===== config.mk =====
export PLATFORM = sky130hd
export DESIGN_NAME = markup_tag_lexer_highlighter_core
export DESIGN_NICKNAME = d
export VERILOG_FILES = /design/src/design/mthl_pkg.sv /design/src/design/mthl_lex.sv /design/src/design/markup_tag_lexer_highlighter_core.sv
export SDC_FILE = /design/constraint.sdc
export NUM_CORES = 1
export LEC_CHECK = 0
export ABC_AREA = 1
export BUFFER_PORTS_ARGS = -buffer_cell sky130_fd_sc_hd__buf_2
export CAP_MARGIN = 20
export CORE_AREA = 2 2 63 65
export CTS_CLUSTER_SIZE = 10
export DETAILED_ROUTE_END_ITERATION = 7
export DIE_AREA = 0 0 65 67
export GPL_ROUTABILITY_DRIVEN = 0
export PLACE_DENSITY = 0.8
export SLEW_MARGIN = 20
export SYNTH_ARGS = -nofsm -noshare
export SYNTH_HDL_FRONTEND = slang
export SYNTH_SLANG_ARGS = --single-unit
export TNS_END_PERCENT = 5

===== constraint.sdc =====
create_clock -name clk -period 4.45 [get_ports clk]
set_clock_uncertainty 0.1 [all_clocks]
set_input_delay 0.89 -clock clk [delete_from_list [all_inputs] [get_ports clk]]
set_output_delay 0.89 -clock clk [all_outputs]
set_load 0.01 [all_outputs]

===== src/design/mthl_pkg.sv =====
// Package for the markup tag lexer core: lexer state codes, byte constants,
// the result struct and the state-to-colour function.
// No dependencies.
`default_nettype none

package mthl_pkg;

  typedef logic [3:0] lex_state_t;

  localparam lex_state_t ST_TEXT  = 4'd0;
  localparam lex_state_t ST_OPEN  = 4'd1;
  localparam lex_state_t ST_BANG  = 4'd2;
  localparam lex_state_t ST_CMT   = 4'd3;
  localparam lex_state_t ST_TAG   = 4'd4;
  localparam lex_state_t ST_SPACE = 4'd5;
  localparam lex_state_t ST_SLASH = 4'd6;
  localparam lex_state_t ST_NAME  = 4'd7;
  localparam lex_state_t ST_EQ    = 4'd8;
  localparam lex_state_t ST_VAL   = 4'd9;
  localparam lex_state_t ST_AFTER = 4'd10;
  localparam lex_state_t ST_NONE  = 4'd15;

  localparam logic [7:0] CH_LT    = 8'h3C;
  localparam logic [7:0] CH_GT    = 8'h3E;
  localparam logic [7:0] CH_DASH  = 8'h2D;
  localparam logic [7:0] CH_SLASH = 8'h2F;
  localparam logic [7:0] CH_EQ    = 8'h3D;
  localparam logic [7:0] CH_BANG  = 8'h21;
  localparam logic [7:0] CH_DQ    = 8'h22;
  localparam logic [7:0] CH_SQ    = 8'h27;
  localparam logic [7:0] CH_SP    = 8'h20;
  localparam logic [7:0] CH_TAB   = 8'h09;
  localparam logic [7:0] CH_LF    = 8'h0A;
  localparam logic [7:0] CH_CR    = 8'h0D;

  localparam logic [1:0] DASH_MAX = 2'd3;

  typedef struct packed {
    logic       colour_change;
    logic [2:0] colour_index;
    logic       lex_error;
  } lex_res_t;

  typedef struct packed {
    logic       coloured;
    logic [2:0] index;
  } colour_t;

  // Colour index is the terminal colour code less 30.
  function automatic colour_t state_colour(lex_state_t s);
    colour_t c;
    c.coloured = 1'b1;
    c.index    = 3'd0;
    case (s)
      ST_TEXT:  c.index = 3'd0;
      ST_OPEN:  c.index = 3'd1;
      ST_TAG:   c.index = 3'd2;
      ST_SPACE: c.index = 3'd3;
      ST_NAME:  c.index = 3'd4;
      ST_EQ:    c.index = 3'd5;
      ST_VAL:   c.index = 3'd6;
      ST_CMT:   c.index = 3'd7;
      default:  c.coloured = 1'b0;
    endcase
    return c;
  endfunction

  function automatic logic is_ws(logic [7:0] c);
    return (c == CH_SP) || (c == CH_TAB) || (c == CH_LF) || (c == CH_CR);
  endfunction

  function automatic logic is_ident(logic [7:0] c);
    return (c inside {[8'h41:8'h5A], [8'h61:8'h7A]}) || (c == CH_DASH);
  endfunction

  function automatic logic is_tagc(logic [7:0] c);
    return is_ident(c) || (c == CH_SLASH);
  endfunction

endpackage

`default_nettype wire


===== src/design/mthl_lex.sv =====
// Lexer state registers and next-state logic for the markup tag lexer.
// Depends on mthl_pkg. Updates state on each fired beat.
`default_nettype none

module mthl_lex (
  input  wire logic                clk,
  input  wire logic                rst,
  input  wire logic                fire,
  input  wire logic [7:0]          in_byte,
  output mthl_pkg::lex_res_t       res
);

  mthl_pkg::lex_state_t lex_state, lex_state_next;
  mthl_pkg::lex_state_t prev_state;
  logic                 quote_is_single, quote_is_single_next;
  logic [1:0]           dash_count, dash_count_next;
  logic                 error_flag;
  logic                 bad;
  mthl_pkg::lex_state_t ns;
  mthl_pkg::colour_t    col;

  always_comb begin
    ns                   = lex_state;
    bad                  = 1'b0;
    quote_is_single_next = quote_is_single;
    dash_count_next      = dash_count;
    case (lex_state)
      mthl_pkg::ST_TEXT: begin
        if (in_byte == mthl_pkg::CH_LT) ns = mthl_pkg::ST_OPEN;
      end
      mthl_pkg::ST_OPEN: begin
        if (mthl_pkg::is_tagc(in_byte)) ns = mthl_pkg::ST_TAG;
        else if (in_byte == mthl_pkg::CH_BANG) ns = mthl_pkg::ST_BANG;
        else bad = 1'b1;
      end
      mthl_pkg::ST_BANG: begin
        if (in_byte == mthl_pkg::CH_DASH) begin
          ns              = mthl_pkg::ST_CMT;
          dash_count_next = 2'd0;
        end else bad = 1'b1;
      end
      mthl_pkg::ST_CMT: begin
        if (in_byte == mthl_pkg::CH_DASH) begin
          if (dash_count != mthl_pkg::DASH_MAX) dash_count_next = dash_count + 2'd1;
        end else if (in_byte == mthl_pkg::CH_GT && dash_count >= 2'd2) begin
          ns = mthl_pkg::ST_TEXT;
        end else begin
          dash_count_next = 2'd0;
        end
      end
      mthl_pkg::ST_TAG: begin
        if (mthl_pkg::is_tagc(in_byte)) ns = mthl_pkg::ST_TAG;
        else if (in_byte == mthl_pkg::CH_GT) ns = mthl_pkg::ST_TEXT;
        else if (mthl_pkg::is_ws(in_byte)) ns = mthl_pkg::ST_SPACE;
        else bad = 1'b1;
      end
      mthl_pkg::ST_SPACE: begin
        if (mthl_pkg::is_ws(in_byte)) ns = mthl_pkg::ST_SPACE;
        else if (in_byte == mthl_pkg::CH_SLASH) ns = mthl_pkg::ST_SLASH;
        else if (in_byte == mthl_pkg::CH_GT) ns = mthl_pkg::ST_TEXT;
        else if (mthl_pkg::is_ident(in_byte)) ns = mthl_pkg::ST_NAME;
        else bad = 1'b1;
      end
      mthl_pkg::ST_SLASH: begin
        if (in_byte == mthl_pkg::CH_GT) ns = mthl_pkg::ST_TEXT;
        else bad = 1'b1;
      end
      mthl_pkg::ST_NAME: begin
        if (mthl_pkg::is_ident(in_byte)) ns = mthl_pkg::ST_NAME;
        else if (in_byte == mthl_pkg::CH_EQ) ns = mthl_pkg::ST_EQ;
        else if (in_byte == mthl_pkg::CH_GT) ns = mthl_pkg::ST_TEXT;
        else bad = 1'b1;
      end
      mthl_pkg::ST_EQ: begin
        if (in_byte == mthl_pkg::CH_DQ) begin
          ns                   = mthl_pkg::ST_VAL;
          quote_is_single_next = 1'b0;
        end else if (in_byte == mthl_pkg::CH_SQ) begin
          ns                   = mthl_pkg::ST_VAL;
          quote_is_single_next = 1'b1;
        end else bad = 1'b1;
      end
      mthl_pkg::ST_VAL: begin
        if (in_byte == (quote_is_single ? mthl_pkg::CH_SQ : mthl_pkg::CH_DQ))
          ns = mthl_pkg::ST_AFTER;
      end
      mthl_pkg::ST_AFTER: begin
        if (mthl_pkg::is_ws(in_byte)) ns = mthl_pkg::ST_SPACE;
        else if (in_byte == mthl_pkg::CH_GT) ns = mthl_pkg::ST_TEXT;
        else if (in_byte == mthl_pkg::CH_SLASH) ns = mthl_pkg::ST_SLASH;
        else bad = 1'b1;
      end
      default: bad = 1'b1;
    endcase
    // Ignore a bad byte: hold state, counters and quote kind.
    lex_state_next = bad ? lex_state : ns;
    if (bad) begin
      quote_is_single_next = quote_is_single;
      dash_count_next      = dash_count;
    end
  end

  assign col = mthl_pkg::state_colour(lex_state_next);

  always_comb begin
    res.colour_change = col.coloured && (lex_state_next != prev_state);
    res.colour_index  = res.colour_change ? col.index : 3'd0;
    res.lex_error     = error_flag | bad;
  end

  always_ff @(posedge clk) begin
    if (rst) begin
      lex_state       <= mthl_pkg::ST_TEXT;
      prev_state      <= mthl_pkg::ST_NONE;
      quote_is_single <= 1'b0;
      dash_count      <= 2'd0;
      error_flag      <= 1'b0;
    end else if (fire) begin
      lex_state       <= lex_state_next;
      prev_state      <= lex_state_next;
      quote_is_single <= quote_is_single_next;
      dash_count      <= dash_count_next;
      error_flag      <= error_flag | bad;
    end
  end

  a_error_sticky: assert property (@(posedge clk) disable iff (rst)
    error_flag |=> error_flag)
    else $error("lex error flag cleared without reset");

  a_prev_tracks: assert property (@(posedge clk) disable iff (rst)
    fire |=> prev_state == lex_state)
    else $error("prev_state out of step with lex_state");

  a_bad_holds: assert property (@(posedge clk) disable iff (rst)
    (fire && bad) |=> (lex_state == $past(lex_state)) && error_flag)
    else $error("bad byte moved the lexer");

  a_change_differs: assert property (@(posedge clk) disable iff (rst)
    res.colour_change |-> lex_state_next != prev_state)
    else $error("colour change without a state change");

endmodule

`default_nettype wire


===== src/design/markup_tag_lexer_highlighter_core.sv =====
// Top level of the markup tag lexer: input beat register, lexer, result register.
// Depends on mthl_pkg and mthl_lex.
//
//   channel | signals                                              | dir
//   input   | in_valid, in_stall, in_byte                          | in
//   output  | out_valid, out_stall, out_byte, colour_change,       | out
//           | colour_index, lex_error                              |
//
// One byte per cycle sustained while out_stall is low; a beat passes the input register, then the result register.
// The lexer state loop (state register through next-state logic) sets that rate.
// Reset (rst, synchronous) empties both registers and returns the lexer to text.
// out_stall holds the result register; the input register keeps taking a beat
// while it is empty, so a full pipe stalls the input only when both stages hold.
`default_nettype none

module markup_tag_lexer_highlighter_core (
  input  wire logic       clk,
  input  wire logic       rst,
  input  wire logic       in_valid,
  output      logic       in_stall,
  input  wire logic [7:0] in_byte,
  output      logic       out_valid,
  input  wire logic       out_stall,
  output      logic [7:0] out_byte,
  output      logic       colour_change,
  output      logic [2:0] colour_index,
  output      logic       lex_error
);

  logic               hold_valid;
  logic [7:0]         hold_byte;
  logic               advance;
  mthl_pkg::lex_res_t res;

  // Advance a held beat into the result register when that register frees up.
  assign advance  = hold_valid && (!out_valid || !out_stall);
  assign in_stall = hold_valid && !advance;

  mthl_lex u_lex (
    .clk     (clk),
    .rst     (rst),
    .fire    (advance),
    .in_byte (hold_byte),
    .res     (res)
  );

  always_ff @(posedge clk) begin
    if (rst) begin
      hold_valid <= 1'b0;
    end else if (!in_stall) begin
      hold_valid <= in_valid;
    end
  end

  always_ff @(posedge clk) begin
    if (in_valid && !in_stall) begin
      hold_byte <= in_byte;
    end
  end

  always_ff @(posedge clk) begin
    if (rst) begin
      out_valid <= 1'b0;
    end else if (!out_valid || !out_stall) begin
      out_valid <= hold_valid;
    end
  end

  always_ff @(posedge clk) begin
    if (advance) begin
      out_byte      <= hold_byte;
      colour_change <= res.colour_change;
      colour_index  <= res.colour_index;
      lex_error     <= res.lex_error;
    end
  end

endmodule

`default_nettype wire

# Word-level counts from Yosys, hierarchy flattened
# Cells that the tools add are included.
# word_totals
ff_bits	35
input_bits	12
output_inout_bits	15
elab_cells	134
# op_classes
n_addsub	1
bitwise	2
mux	53
reduce_logical	26
order_cmp	5
n_eq_ne	35
# ops
cell	count
4-bit two-way mux	23
8-bit by 6-bit == test with 1-bit output (second input constant)	9
4-bit one-hot mux with 11 select lines	1
4-bit by 3-bit == test with 1-bit output (second input constant)	7
8-bit by 4-bit == test with 1-bit output (second input constant)	3
1-bit two-way mux	21
3-bit one-hot mux with 7 select lines	1
4-bit == test (second input constant)	5
8-bit by 7-bit greater-or-equal comparator with 1-bit output (second input constant)	2
8-bit by 7-bit less-or-equal comparator with 1-bit output (second input constant)	2
4-bit by 2-bit == test with 1-bit output (second input constant)	3
1-bit one-hot mux with 9 select lines	1
4-bit by 1-bit == test with 1-bit output (second input constant)	2
8-bit == test	1
4-bit logical NOT	2
2-bit two-way mux	4
8-bit OR reduction	1
1-bit logical AND	7
1-bit logical OR	6
6-bit AND reduction	1
2-bit nonzero test	3
1-bit logical NOT	4
4-bit != test	1
2-bit one-hot mux with 2 select lines	1
other kinds (11)	11

# Logic depth before layout (Yosys ltp)
# Gate-level depths: netlist of the first run.
# depth
depth_word	14
mapped_depth	17
depth_no_buf	17

# Modules after synthesis
# A second synthesis of the first run with hierarchy kept.
# hier_totals
hier_cells	307
hier_area_um2	2190.9
# modules_own_cells
module	n_inst	seq_area_each_um2	cells_each	area_each_um2
mthl_lex	1	240.2	274	1468.9
markup_tag_lexer_highlighter_core	1	670.6	33	721.9

# Worst setup path after synthesis of the first run
# Ideal clock, no wire load.
# synth_path
kind	input -> register
startpoint	in out_stall
endpoint	reg u_lex.dash_count[0]
slack_ns	1.620
cell_stages	8
arrival_ns	2.596
cell_sequence	nand2_1 > inv_1 > nor2_2 > clkinv_1 > nor4_1 > nand2_1 > a31oi_1 > a211oi_1
# synth_via
elab_chain_cells	4
# synth_rtl
item	line	source
start: declaration	markup_tag_lexer_highlighter_core.sv:23	input wire logic out_stall,
1-bit logical NOT	markup_tag_lexer_highlighter_core.sv:36	assign advance = hold_valid && (!out_valid || !out_stall);
1-bit logical OR	markup_tag_lexer_highlighter_core.sv:36	
1-bit logical AND	markup_tag_lexer_highlighter_core.sv:36	
named net advance	markup_tag_lexer_highlighter_core.sv:32	logic advance;
6-bit AND reduction (no source line)	n/a	
end signal: assignment	mthl_lex.sv:122	dash_count <= dash_count_next;
end: declaration	mthl_lex.sv:16	logic [1:0] dash_count, dash_count_next;
# The timed path passes the listed nets, and every way through them passes these cells.
# A chain may end at the register's enable or synchronous reset.

# Final worst setup path of the first run
# layout_path
startpoint	reg hold_byte[6]
endpoint	reg colour_index[1], data pin
# layout_via
elab_chain_cells	14
word_cells_on_any_way	82
cone_classes	order compare: 4; eq/ne: 21; mux: 45; reduce/logical: 12
# layout_rtl
item	line	source
start: declaration	markup_tag_lexer_highlighter_core.sv:31	logic [7:0] hold_byte;
start signal: assignment	markup_tag_lexer_highlighter_core.sv:57	hold_byte <= in_byte;
8-bit by 7-bit greater-or-equal comparator with 1-bit output or 8-bit by 7-bit less-or-equal comparator with 1-bit output (tied branches)	mthl_pkg.sv:73	return (c inside {[8'h41:8'h5A], [8'h61:8'h7A]}) || (c == CH_DASH);
1-bit logical AND	mthl_pkg.sv:73	
2-bit nonzero test	mthl_pkg.sv:73	
1-bit logical OR	mthl_pkg.sv:73	
4-bit two-way mux or 1-bit two-way mux (tied branches)	mthl_lex.sv:61	else if (mthl_pkg::is_ident(in_byte)) ns = mthl_pkg::ST_NAME;
4-bit two-way mux or 1-bit two-way mux (tied branches)	mthl_lex.sv:60	else if (in_byte == mthl_pkg::CH_GT) ns = mthl_pkg::ST_TEXT;
4-bit two-way mux or 1-bit two-way mux (tied branches)	mthl_lex.sv:59	else if (in_byte == mthl_pkg::CH_SLASH) ns = mthl_pkg::ST_SLASH;
4-bit two-way mux or 1-bit two-way mux (tied branches)	mthl_lex.sv:58	if (mthl_pkg::is_ws(in_byte)) ns = mthl_pkg::ST_SPACE;
4-bit one-hot mux with 11 select lines or 1-bit one-hot mux with 9 select lines (tied branches)	mthl_lex.sv:27	case (lex_state)
4-bit two-way mux (*)	mthl_lex.sv:96	lex_state_next = bad ? lex_state : ns;
4-bit by 1-bit == test with 1-bit output, or another cell as far along	mthl_pkg.sv:54	case (s)
8-bit OR reduction (no source line)	n/a	
1-bit two-way mux	mthl_pkg.sv:54	
1-bit logical AND	mthl_lex.sv:106	res.colour_change = col.coloured && (lex_state_next != prev_state);
end signal: assignment	markup_tag_lexer_highlighter_core.sv:73	colour_index <= res.colour_index;
end: declaration	markup_tag_lexer_highlighter_core.sv:26	output logic [2:0] colour_index,
# Mark *: on every way between the ends. The rest lies on a longest branch, timed or not.

==> results of run 1 <==
worst max-delay path: stages, from the launching register on:
cell and delay, ns:
edfxtp_1 0.45, nor2_2 0.18, nand3_2 0.16, nor2_1 0.23, nand2_1 0.08, nand2_1 0.12
nand4_1 0.14, nor2_2 0.20, nand3_4 0.14, xnor2_2 0.15, nand2_1 0.08, o21ai_2 0.18
nor2_1 0.06
power by group through the flow:
stage / Clock, W / Combinational [W] / Sequential, W
2_1_floorplan: 0 / 0.0000324 / 0.000375
3_3_place_gp: 0 / 0.0000518 / 0.000374
3_5_place_dp: 0 / 0.0000525 / 0.000374
4_1_cts: 0.000278 / 0.0000529 / 0.000367
5_1_grt: 0.000292 / 0.0000594 / 0.000369
6_report: 0.000275 / 0.0000531 / 0.000367
layout by cell type (no fill, tap or decap), drive strengths merged:
| cell | synthesis | final |
|---|---|---|
| clkbuf | 1 | 5 |
| or2 | 1 | 1 |
| bufinv | 0 | 1 |
| a31oi | 2 | 2 |
| inv | 47 | 47 |
| nor3 | 5 | 5 |
| clkinv | 1 | 3 |
| xnor2 | 2 | 2 |
| o211ai | 3 | 3 |
| nor2 | 36 | 36 |
| nor4 | 1 | 1 |
| o21ai | 6 | 6 |
| nand4 | 5 | 5 |
| nand3b | 2 | 2 |
| a21oi | 13 | 13 |
| o311a | 1 | 1 |
| dfxtp | 14 | 14 |
| edfxtp | 21 | 21 |
| nand3 | 27 | 27 |
| ha | 2 | 2 |
| nand2 | 91 | 91 |
| buf | 0 | 27 |
| a211oi | 1 | 1 |
state kept, by name (all words and copies together) (netlist names):
name	flops
lex_error	1
u_lex.lex_state	4
hold_valid	1
u_lex.quote_is_single	1
u_lex.dash_count	2
out_valid	1
hold_byte	8
colour_change	1
out_byte	8
u_lex.error_flag	1
u_lex.prev_state	4
colour_index	3
path summary, 6_finish.rpt:
kind,from,end
setup / recovery,hold_byte[6]$_DFFE_PP_,colour_index[1]$_SDFFCE_PN0P_
hold / removal,u_lex.prev_state[3]$_SDFFE_PP1P_,u_lex.prev_state[3]$_SDFFE_PP1P_
setup reg to reg,hold_byte[6]$_DFFE_PP_,colour_index[1]$_SDFFCE_PN0P_
hold reg to reg,u_lex.prev_state[3]$_SDFFE_PP1P_,u_lex.prev_state[3]$_SDFFE_PP1P_
cell families (layout without fill, tap and decap cells):
logic type	after synthesis	after routing	share of synthesized area [%]
DFF	35	35	43.0
buffers and inverters	49	83	8.68
and+or+nand+nor	168	168	38.8
AOI/OAI and AO/OA	26	26	7.15
xor gates and xnor gates	2	2	1.18
adders and majority gates	2	2	1.18
layer usage:
metal  GRT usage, %  up-vias  share of wire (%)
met2           36.3      100                 47
met4           12.0        0                2.3
met5              0        -                  0
met3           3.89       13                9.7
li1               -      978                  -
met1           28.4      856                 41
through the flow:
| step | setup WS (ns) | std cells | area, µm² | utilization, % | hold WS [ns] |
|---|---|---|---|---|---|
| 6_report | 1.93 | 364 | 2420 | 67.1 | 0.406 |
| 3_3_place_gp | 1.76 | 356 | 2310 | 64.1 | 0.380 |
| 2_1_floorplan | 1.62 | 282 | 2120 | - | 0.359 |
| 5_1_grt | 1.74 | 364 | 2420 | 67.1 | 0.440 |
| 3_5_place_dp | 1.68 | 356 | 2310 | 64.1 | 0.387 |
| 4_1_cts | 1.96 | 364 | 2420 | 67.1 | 0.403 |
cell type report:
cell class | instances | area [µm²] | area share (%)
Tap cell | 48 | 60.1 | 2.48
Timing Repair Buffer | 27 | 138 | 5.69
Sequential cell | 35 | 911 | 37.6
Clock buffer | 5 | 68.8 | 2.84
Inverter | 48 | 180 | 7.45
Clock inverter | 3 | 38.8 | 1.60
Multi-Input combinational cell | 198 | 1020 | 42.3
==> results.tsv, run 1 <==
stage	metric	value	unit
status	status	finished clean	
routing	wl	4.49	mm
run	maxCapViolations	0	
synth	synth_commonest_cells	nand2_1, inv_1, nor2_1	
synth	synth-main-ff-cell	edfxtp_1	
clock_network	cts_tree	done	
place	hpwl	3.32	mm
synth	syn-num-nets	296	
timing	rsz0062_at_grt	false	
synth	synth.distinct_cells	32	
timing	fmax	0.398	GHz
critical_path	critPathCaptureType	register	
die	initial_utilization	58.7	%
synth	synthArstFlopShare	0	%
routing	drc	0	
timing	setup_tns	0	ns
timing	final-setup-viol-count	0	
routing	ant_nets	0	
grt	grt_use_total	22.4	%
critical_path	start_kind	register	
die	core_area	3610	µm²
worst_hold_path	whs_path_depth	2	
critical_path	cp_max_fo	5	
synth	syn_avg_cell_area	7.51	µm²
grt	overflow	0	
layout	fillers	313	
synth	syn_area	2120	µm²
die	dieArea	4360	µm²
timing	fin_crit	2.52	ns
clock_network	cts_max_level	2	
power	power_density	288	nW/µm²
routing	num_vias	1947	
synth	synth_area_leaders	edfxtp_1, nand2_1, dfxtp_1	
critical_path	criticalPathCategory	reg2reg	
power	intPower	0.000540	W
timing	worst_pin_slew	0.452	ns
layout	area_delta_synth_final	14.2	%
routing	viasPerCell	5.35	
power	p_sw	0.000156	W
place	io_buffers	26	
layout	nNetsFinal	329	
clock_network	cts_made_buffers	5	
clock_network	cts_resized	0	
synth	synth_warnings	0	
critical_path	reg2reg_slack	1.93	ns
worst_hold_path	hold_path.class	reg2reg	
clock_network	clkLatencyLatePin	0.29	ns
power	worst_ir_drop_vdd	0.000170	V
power	p_leak	1.22	nW
clock_network	cts.sinks	35	
critical_path	rr_worst_depth	12	
power	power_frac_clock	39.6	%
critical_path	worstPathArrival	2.45	ns
grt	antenna_found_initial	0	
power	total_power	0.000696	W
power	p_sw_share	22.4	%
grt	grt_pass1_vias	1700	
synth	ys_seq_elements	35	
die	std_cell_rows	22	
clock_network	cts_hold_buf	0	
synth	synth_top_area_share	29.8	%
grt	grt_max_degree	22	
clock_network	cts-root-buf	clkbuf_8	
die	die_h	67	µm
clock_network	clock_path_buffers	2	
routing	first_pass_iters	5	
routing	avgRoutedWirePerCell	12.3	µm
clock_network	clkTransAtPathRegs	0.07	ns
die	die_x	65	µm
die	ios	27	
grt	grt_pass1_wl	7.33	mm
layout	diodes	0	
timing	maxSlewViolCount	0	
synth	synth-edff-count	21	
synth	synth_cells	282	
clock_network	postCtsSetupBuffers	0	
synth	ys_seq_area_share	43.0	%
synth	yosys.area.top_type	edfxtp_1	
power	power_frac_seq	52.8	%
power	comb_power_share	7.6	%
timing	relSlewSlack	69.8	%
layout	drive_above_1_share	20.3	%
routing	first_iter_violations	183	
critical_path	cp.required	4.39	ns
timing	hold_viol	0	
synth	yosysMostFrequentCell	nand2_1	
timing	period_share	56.5	%
No activity file was read; power rests on OpenSTA's default activity.
==> run 2, diff against run 1 <==
--- a/config.mk
+++ b/config.mk
@@ -5,15 +5,15 @@
 export SDC_FILE = /design/constraint.sdc
 export NUM_CORES = 1
 export LEC_CHECK = 0
-export ABC_AREA = 1
+export ABC_AREA = 0
 export BUFFER_PORTS_ARGS = -buffer_cell sky130_fd_sc_hd__buf_2
 export CAP_MARGIN = 20
-export CORE_AREA = 2 2 63 65
+export CORE_AREA = 2 2 67 69
 export CTS_CLUSTER_SIZE = 10
 export DETAILED_ROUTE_END_ITERATION = 7
-export DIE_AREA = 0 0 65 67
+export DIE_AREA = 0 0 69 71
 export GPL_ROUTABILITY_DRIVEN = 0
-export PLACE_DENSITY = 0.8
+export PLACE_DENSITY = 0.74
 export SLEW_MARGIN = 20
 export SYNTH_ARGS = -nofsm -noshare
 export SYNTH_HDL_FRONTEND = slang
==> constraint.sdc (replaced) <==
create_clock -name clk -period 2 [get_ports clk]
set_clock_uncertainty 0.1 [all_clocks]
set_input_delay 0.4 -clock clk [delete_from_list [all_inputs] [get_ports clk]]
set_output_delay 0.4 -clock clk [all_outputs]
set_load 0.01 [all_outputs]
==> run 2 against run 1 <==
  * Synthesized cell count fell by 19%
  * Highest routed layer unchanged
  * Power rose by 120%
  * Sequential share of layout area fell by 7.1 points
  * Register-to-register slack got worse by 2.9 ns
  * Area after synthesis fell by 0.12%
  * The run now ends with negative setup slack left
  * Sequential cell count did not move
==> results.tsv, run 2 <==
stage	metric	value	unit	change
grt	antenna_found_initial	0		unchanged
power	p_sw	0.000393	W	+150%
synth	synth-main-ff-cell	edfxtp_1		
clock_network	cts_made_buffers	5		unchanged
die	die_x	69	µm	+6.2%
layout	drive_above_1_share	42.0	%	+22 points
routing	first_pass_iters	5		unchanged
critical_path	start_kind	register		
die	dieArea	4900	µm²	+12%
critical_path	reg2reg_slack	-0.99	ns	-2.92 ns
grt	grt_max_degree	15		-32%
timing	hold_slack	0.181	ns	-0.225 ns
clock_network	cts.sinks	35		unchanged
synth	syn_area	2120	µm²	-0.12%
power	p_sw_share	25.8	%	+3.4 points
grt	overflow	0		unchanged
clock_network	cts-root-buf	clkbuf_8		
routing	wl	6.44	mm	+43%
timing	worst_pin_slew	0.516	ns	+0.0637 ns
power	comb_power_share	12.8	%	+5.2 points
layout	area_delta_synth_final	40.9	%	
power	power_density	510	nW/µm²	+77%
routing	viasPerCell	6.09		+14%
clock_network	cts_max_level	2		unchanged
critical_path	rr_worst_depth	9		-3
die	die_h	71	µm	+6.0%
synth	synth_area_leaders	edfxtp_1, dfxtp_1, nand2_1		
synth	synthArstFlopShare	0	%	unchanged
synth	synth_top_area_share	29.8	%	+0.035 points
place	hpwl	4.10	mm	+23%
clock_network	clock_path_buffers	2		unchanged
critical_path	cp.required	1.92	ns	-2.47 ns
die	ios	27		unchanged
timing	maxSlewViolCount	0		unchanged
grt	grt_pass1_wl	10.4	mm	+42%
clock_network	clkLatencyLatePin	0.30	ns	about the same
layout	reg.largest.list	hold_byte: 8 flops, out_byte: 8 flops		
layout	final_cell_mix	buf_4, buf_2, nand2_1, nor2_1, edfxtp_1		
status	violations	negative setup slack		
power	power_frac_clock	33.4	%	-6.2 points
place	io_buffers	26		unchanged
layout	diodes	0		unchanged
power	intPower	0.00113	W	+110%
routing	num_vias	2249		+16%
die	initial_utilization	50.3	%	-8.4 points
critical_path	startpoint	hold_byte[6]$_DFFE_PP_		
timing	fin_ws	-0.985	ns	-2.92 ns
power	power_frac_seq	53.8	%	+1.0 points
timing	fmax	0.335	GHz	-16%
die	core_area	4200	µm²	+17%
timing	rsz0062_at_grt	true		
power	worst_ir_drop_vdd	0.000430	V	+150%
clock_network	clkTransAtPathRegs	0.08	ns	about the same
layout	utilization	70.9	%	+3.8 points
routing	first_iter_violations	232		+27%
routing	avgRoutedWirePerCell	17.4	µm	+42%
synth	synth-edff-count	21		unchanged
grt	grt_pass1_vias	2201		+29%
die	std_cell_rows	24		+9.1%
critical_path	critPathCaptureType	register		
timing	fin_crit	2.99	ns	+0.470 ns
timing	period_share	149	%	+93 points
status	status	finished with violations		
timing	hold_viol	0		unchanged
critical_path	r2r_start	hold_byte[6]$_DFFE_PP_		
synth	ys_seq_elements	35		unchanged
routing	drc	0		unchanged
grt	grt_use_total	26.9	%	+4.6 points
synth	synth_warnings	0		unchanged
synth	synth_cells	229		-19%
critical_path	criticalPathCategory	reg2reg		
critical_path	worstPathArrival	2.90	ns	+0.45 ns
critical_path	critPathCapture	colour_change$_DFFE_PP_		
synth	yosys.area.top_type	edfxtp_1		
run	maxCapViolations	0		unchanged
synth	syn-num-nets	243		-18%
layout	nNetsFinal	330		+0.30%
critical_path	timing.rr.end	colour_change$_DFFE_PP_		
synth	syn_avg_cell_area	9.24	µm²	+23%
power	p_leak	1.25	nW	+2.1%
layout	fillers	313		unchanged
clock_network	cts_tree	done		
routing	ant_nets	0		unchanged
synth	ys_seq_area_share	43.1	%	+0.051 points
layout	layout_commonest_cell	buf_4		
timing	relSlewSlack	65.1	%	-4.7 points
clock_network	cts_hold_buf	0		unchanged
timing	final-setup-viol-count	17		+17
critical_path	cp_max_fo	6		+1
synth	synth.distinct_cells	57		+78%
worst_hold_path	hold_path.class	in2reg		
synth	synth_commonest_cells	nand2_1, nor2_1, edfxtp_1		
synth	yosysMostFrequentCell	nand2_1		
[run 2: changes by cell type after synthesis, sizes merged, moves of 5 or more]
cell	before	now
nand2	91	28
inv	47	5
nand3	27	6
nor2	36	22
buf	0	10
nor2b	0	7
and3	0	6
mux2i	0	5
nor3b	0	5
[run 2: layout make-up]
class	count	area, µm²	share of cell area (%)
clock buffers	7	76.3	2.56
well taps	52	65.1	2.18
inverters	5	18.8	0.629
clock inverters	1	5.00	0.168
repair buffers	95	664	22.3
multi-input cells	174	1240	41.6
flip-flops and latches	35	911	30.5
[run 2: layer usage]
metal | global-route usage, % | up-vias | part of all wire [%]
met5 | 0 | - | 0
met4 | 15.7 | 0 | 3.7
met3 | 6.13 | 27 | 8.2
met2 | 43.5 | 138 | 48
met1 | 33.2 | 1056 | 40
li1 | - | 1028 | -
[run 2: logic make-up (layout without fill, tap and decap cells)]
logic type	count (synthesis)	after routing	share of synthesized area [%]
fa+ha+maj	2	2	1.18
buf+inv	20	108	4.79
flops	35	35	43.1
simple gates	107	107	27.1
compound gates	51	51	16.6
xor+xnor	7	7	3.25
mux	7	7	4.02
[run 2: per-stage QoR]
| step | instances | area (µm²) | setup TNS (ns) | power, W | setup slack (ns) |
|---|---|---|---|---|---|
| after floorplan | 229 | 2120 | -6.90 | 0.000913 | -0.742 |
| after global placement | 353 | 2690 | -8.79 | 0.000987 | -0.819 |
| after detailed placement | 353 | 2690 | -9.99 | 0.000996 | -0.896 |
| after CTS | 368 | 2940 | -8.81 | 0.00151 | -0.814 |
| after global routing | 369 | 2980 | -12.75 | 0.00157 | -1.06 |
| final | 369 | 2980 | -10.99 | 0.00152 | -0.985 |
[run 2: how the worst min path moves through the flow]
| stage | from | end | slack [ns] | cells after the start |
|---|---|---|---|---|
| floorplan | u_lex.error_flag$_SDFFE_PP0P_ | u_lex.error_flag$_SDFFE_PP0P_ | 0.33 | 2 |
| global placement | u_lex.error_flag$_SDFFE_PP0P_ | u_lex.error_flag$_SDFFE_PP0P_ | 0.34 | 2 |
| detailed placement | u_lex.error_flag$_SDFFE_PP0P_ | u_lex.error_flag$_SDFFE_PP0P_ | 0.36 | 2 |
| CTS | in_byte[4] | hold_byte[4]$_DFFE_PP_ | 0.18 | 1 |
| global route | in_byte[7] | hold_byte[7]$_DFFE_PP_ | 0.17 | 1 |
| finish | in_byte[7] | hold_byte[7]$_DFFE_PP_ | 0.18 | 1 |
[run 2: timing repair]
| item | 4_1_cts | 5_1_grt |
|---|---|---|
| gates cloned | 1 | 0 |
| resized for setup | 29 | 8 |
| buffers inserted | 6 | 1 |
| pin swaps | 12 | 7 |
| setup endpoints to repair | 16 | 17 |
[run 2: critical path: stages, from the launching register on]
cell,delay (ns)
edfxtp_1,0.49
buf_6,0.18
nor3b_4,0.28
nand3_2,0.24
nand4b_1,0.18
nand2_1,0.07
or4_4,0.57
mux2i_4,0.23
xor2_2,0.22
a32oi_1,0.15
[run 2: power by group through the flow]
stage | clock [W] | sequential (W) | combinational, W
after detailed placement | 0 | 0.000832 | 0.000164
after floorplan | 0 | 0.000835 | 0.0000780
after global placement | 0 | 0.000830 | 0.000158
after global routing | 0.000537 | 0.000820 | 0.000208
final | 0.000509 | 0.000819 | 0.000194
after CTS | 0.000506 | 0.000817 | 0.000183
==> run 3, diff against run 2 <==
--- a/config.mk
+++ b/config.mk
@@ -13,7 +13,7 @@
 export DETAILED_ROUTE_END_ITERATION = 7
 export DIE_AREA = 0 0 69 71
 export GPL_ROUTABILITY_DRIVEN = 0
-export PLACE_DENSITY = 0.74
+export PLACE_DENSITY = 0.79
 export SLEW_MARGIN = 20
 export SYNTH_ARGS = -nofsm -noshare
 export SYNTH_HDL_FRONTEND = slang
==> run 3 against run 2 <==
  * The run still ends with negative setup slack left
  * Clock-buffer cell count stayed put
  * Via count fell by 3.9%
  * Sequential cell count is the same
  * Die area unchanged
  * Non-clock buffer count increased by 2
  * Power fell by 1.1%
  * Combinational power about the same
  * Wire length down 6.4%
  * Critical path depth stayed put
==> results.tsv, run 3 (same netlist as run 2, synthesis figures left out) <==
stage	metric	value	unit	change
layout	drive_above_1_share	40.8	%	-1.2 points
grt	grt_pass1_vias	1968		-11%
critical_path	critPathCaptureType	register		
power	total_power	0.00151	W	-1.1%
status	status	finished with violations		
timing	hold_viol	0		unchanged
power	p_leak	1.24	nW	-0.74%
layout	utilization	70.1	%	-0.83 points
timing	worst_pin_slew	0.659	ns	+0.143 ns
layout	area_delta_synth_final	39.3	%	
worst_hold_path	hold_path.class	in2reg		
power	power_frac_clock	32.9	%	-0.5 points
die	dieArea	4900	µm²	unchanged
grt	gr-max-usage-layer	met2		
timing	relSlewSlack	55.5	%	-9.6 points
critical_path	worstPathArrival	2.81	ns	-0.09 ns
clock_network	cts_max_level	2		unchanged
timing	fin_ws	-0.899	ns	+0.0859 ns
power	power_density	511	nW/µm²	about the same
layout	final_cell_mix	buf_4, nand2_1, buf_2, nor2_1, edfxtp_1		
grt	globalRouteMet3Util	5.41	%	-0.71 points
timing	period_share	145	%	-4.3 points
routing	ant_nets	0		unchanged
routing	first_iter_violations	168		-28%
power	power_frac_seq	54.3	%	+0.5 points
die	die_h	71	µm	unchanged
die	std_cell_rows	24		unchanged
layout	fillers	311		-0.64%
grt	grt_use_total	24.4	%	-2.5 points
timing	fin_crit	2.90	ns	-0.0859 ns
layout	diodes	0		unchanged
grt	grt.met2_usage	40.3	%	-3.2 points
timing	maxSlewViolCount	0		unchanged
clock_network	cts_hold_buf	0		unchanged
routing	drc	0		unchanged
grt	grt_max_degree	15		unchanged
grt	use_met1	31.1	%	-2.1 points
critical_path	cp_max_fo	5		-1
routing	first_pass_iters	5		unchanged
routing	avgRoutedWirePerCell	16.2	µm	-6.9%
clock_network	cts_tree	done		
power	p_sw_share	24.9	%	-0.90 points
clock_network	cts.sinks	35		unchanged
clock_network	clkLatencyLatePin	0.29	ns	about the same
clock_network	cts_made_buffers	5		unchanged
die	initial_utilization	50.3	%	unchanged
place	hpwl	4.09	mm	-0.19%
clock_network	clkTransAtPathRegs	0.07	ns	about the same
clock_network	clock_path_buffers	2		unchanged
run	maxCapViolations	0		unchanged
grt	antenna_found_initial	0		unchanged
routing	wl	6.02	mm	-6.4%
grt	overflow	0		unchanged
critical_path	start_kind	register		
place	io_buffers	26		unchanged
routing	num_vias	2162		-3.9%
power	p_sw	0.000375	W	-4.6%
layout	reg.largest.list	hold_byte: 8 flops, out_byte: 8 flops		
die	die_x	69	µm	unchanged
critical_path	cp.required	1.91	ns	about the same
layout	nNetsFinal	332		+0.61%
power	worst_ir_drop_vdd	0.000470	V	+9.3%
status	violations	negative setup slack		
power	intPower	0.00113	W	about the same
routing	viasPerCell	5.83		-4.4%
die	ios	27		unchanged
critical_path	criticalPathCategory	reg2reg		
die	core_area	4200	µm²	unchanged
timing	rsz0062_at_grt	true		
timing	fmax	0.345	GHz	+3.0%
power	comb_power_share	12.8	%	about the same
timing	final-setup-viol-count	16		-1
clock_network	cts-root-buf	clkbuf_8		
grt	grt_pass1_wl	9.33	mm	-10%
layout	layout_commonest_cell	buf_4		
place	dp_slack	-0.992	ns	-0.0963 ns
## run 3: power groups by stage
stage	clock, W	combinational [W]	sequential, W
3_5_place_dp	0	0.000166	0.000832
4_1_cts	0.000505	0.000179	0.000815
5_1_grt	0.000534	0.000206	0.000819
2_1_floorplan	0	0.0000780	0.000835
6_report	0.000496	0.000192	0.000817
3_3_place_gp	0	0.000162	0.000831
## run 3: metal layers
metal / routed length, µm / vias up
li1: - / 1025
met1: 2560 / 1023
met2: 2900 / 97
met3: 412 / 17
met4: 151 / 0
met5: 0 / -
## run 3: per-stage QoR
stage	hold WS (ns)	instance area (µm²)	cells	TNS (ns)
floorplan	0.331	2120	229	-6.90
global placement	0.341	2700	355	-10.06
detailed placement	0.356	2700	355	-11.08
CTS	0.177	2880	367	-8.58
global route	0.172	2950	371	-10.91
finish	0.182	2950	371	-9.30
## run 3: path summary, 6_finish.rpt
path,from,end,slack (ns),depth (start not counted)
worst min register to register,u_lex.error_flag$_SDFFE_PP0P_,u_lex.error_flag$_SDFFE_PP0P_,0.36,2
worst min-delay path,in_byte[4],hold_byte[4]$_DFFE_PP_,0.18,1
worst max-delay path,hold_byte[1]$_DFFE_PP_,colour_index[2]$_SDFFCE_PN0P_,-0.90,9
worst max register to register,hold_byte[1]$_DFFE_PP_,colour_index[2]$_SDFFCE_PN0P_,-0.90,9
## run 3: critical path, cell delays in order, from the launching register on
cell and delay [ns]:
edfxtp_1 0.47, buf_4 0.18, or4_1 0.39, o21ai_1 0.15
a211o_2 0.18, nor2_1 0.05, or4_4 0.51, mux2i_4 0.21
xor2_2 0.24, a32oi_1 0.15
## run 3: final cells by class
class,count,area [µm²],area share (%)
clock inverter,1,5.00,0.170
sequential,35,911,30.9
timing repair buffer,97,664,22.5
inverter,5,18.8,0.637
multi-input combinational,174,1210,40.9
clock buffer,7,76.3,2.59
tap,52,65.1,2.21
## run 3: what timing repair did
| action | 4_1_cts | 5_1_grt |
|---|---|---|
| resized for setup | 15 | 10 |
| pin swaps | 15 | 4 |
| buffers inserted | 4 | 4 |
| endpoints found under the setup margin | 16 | 17 |
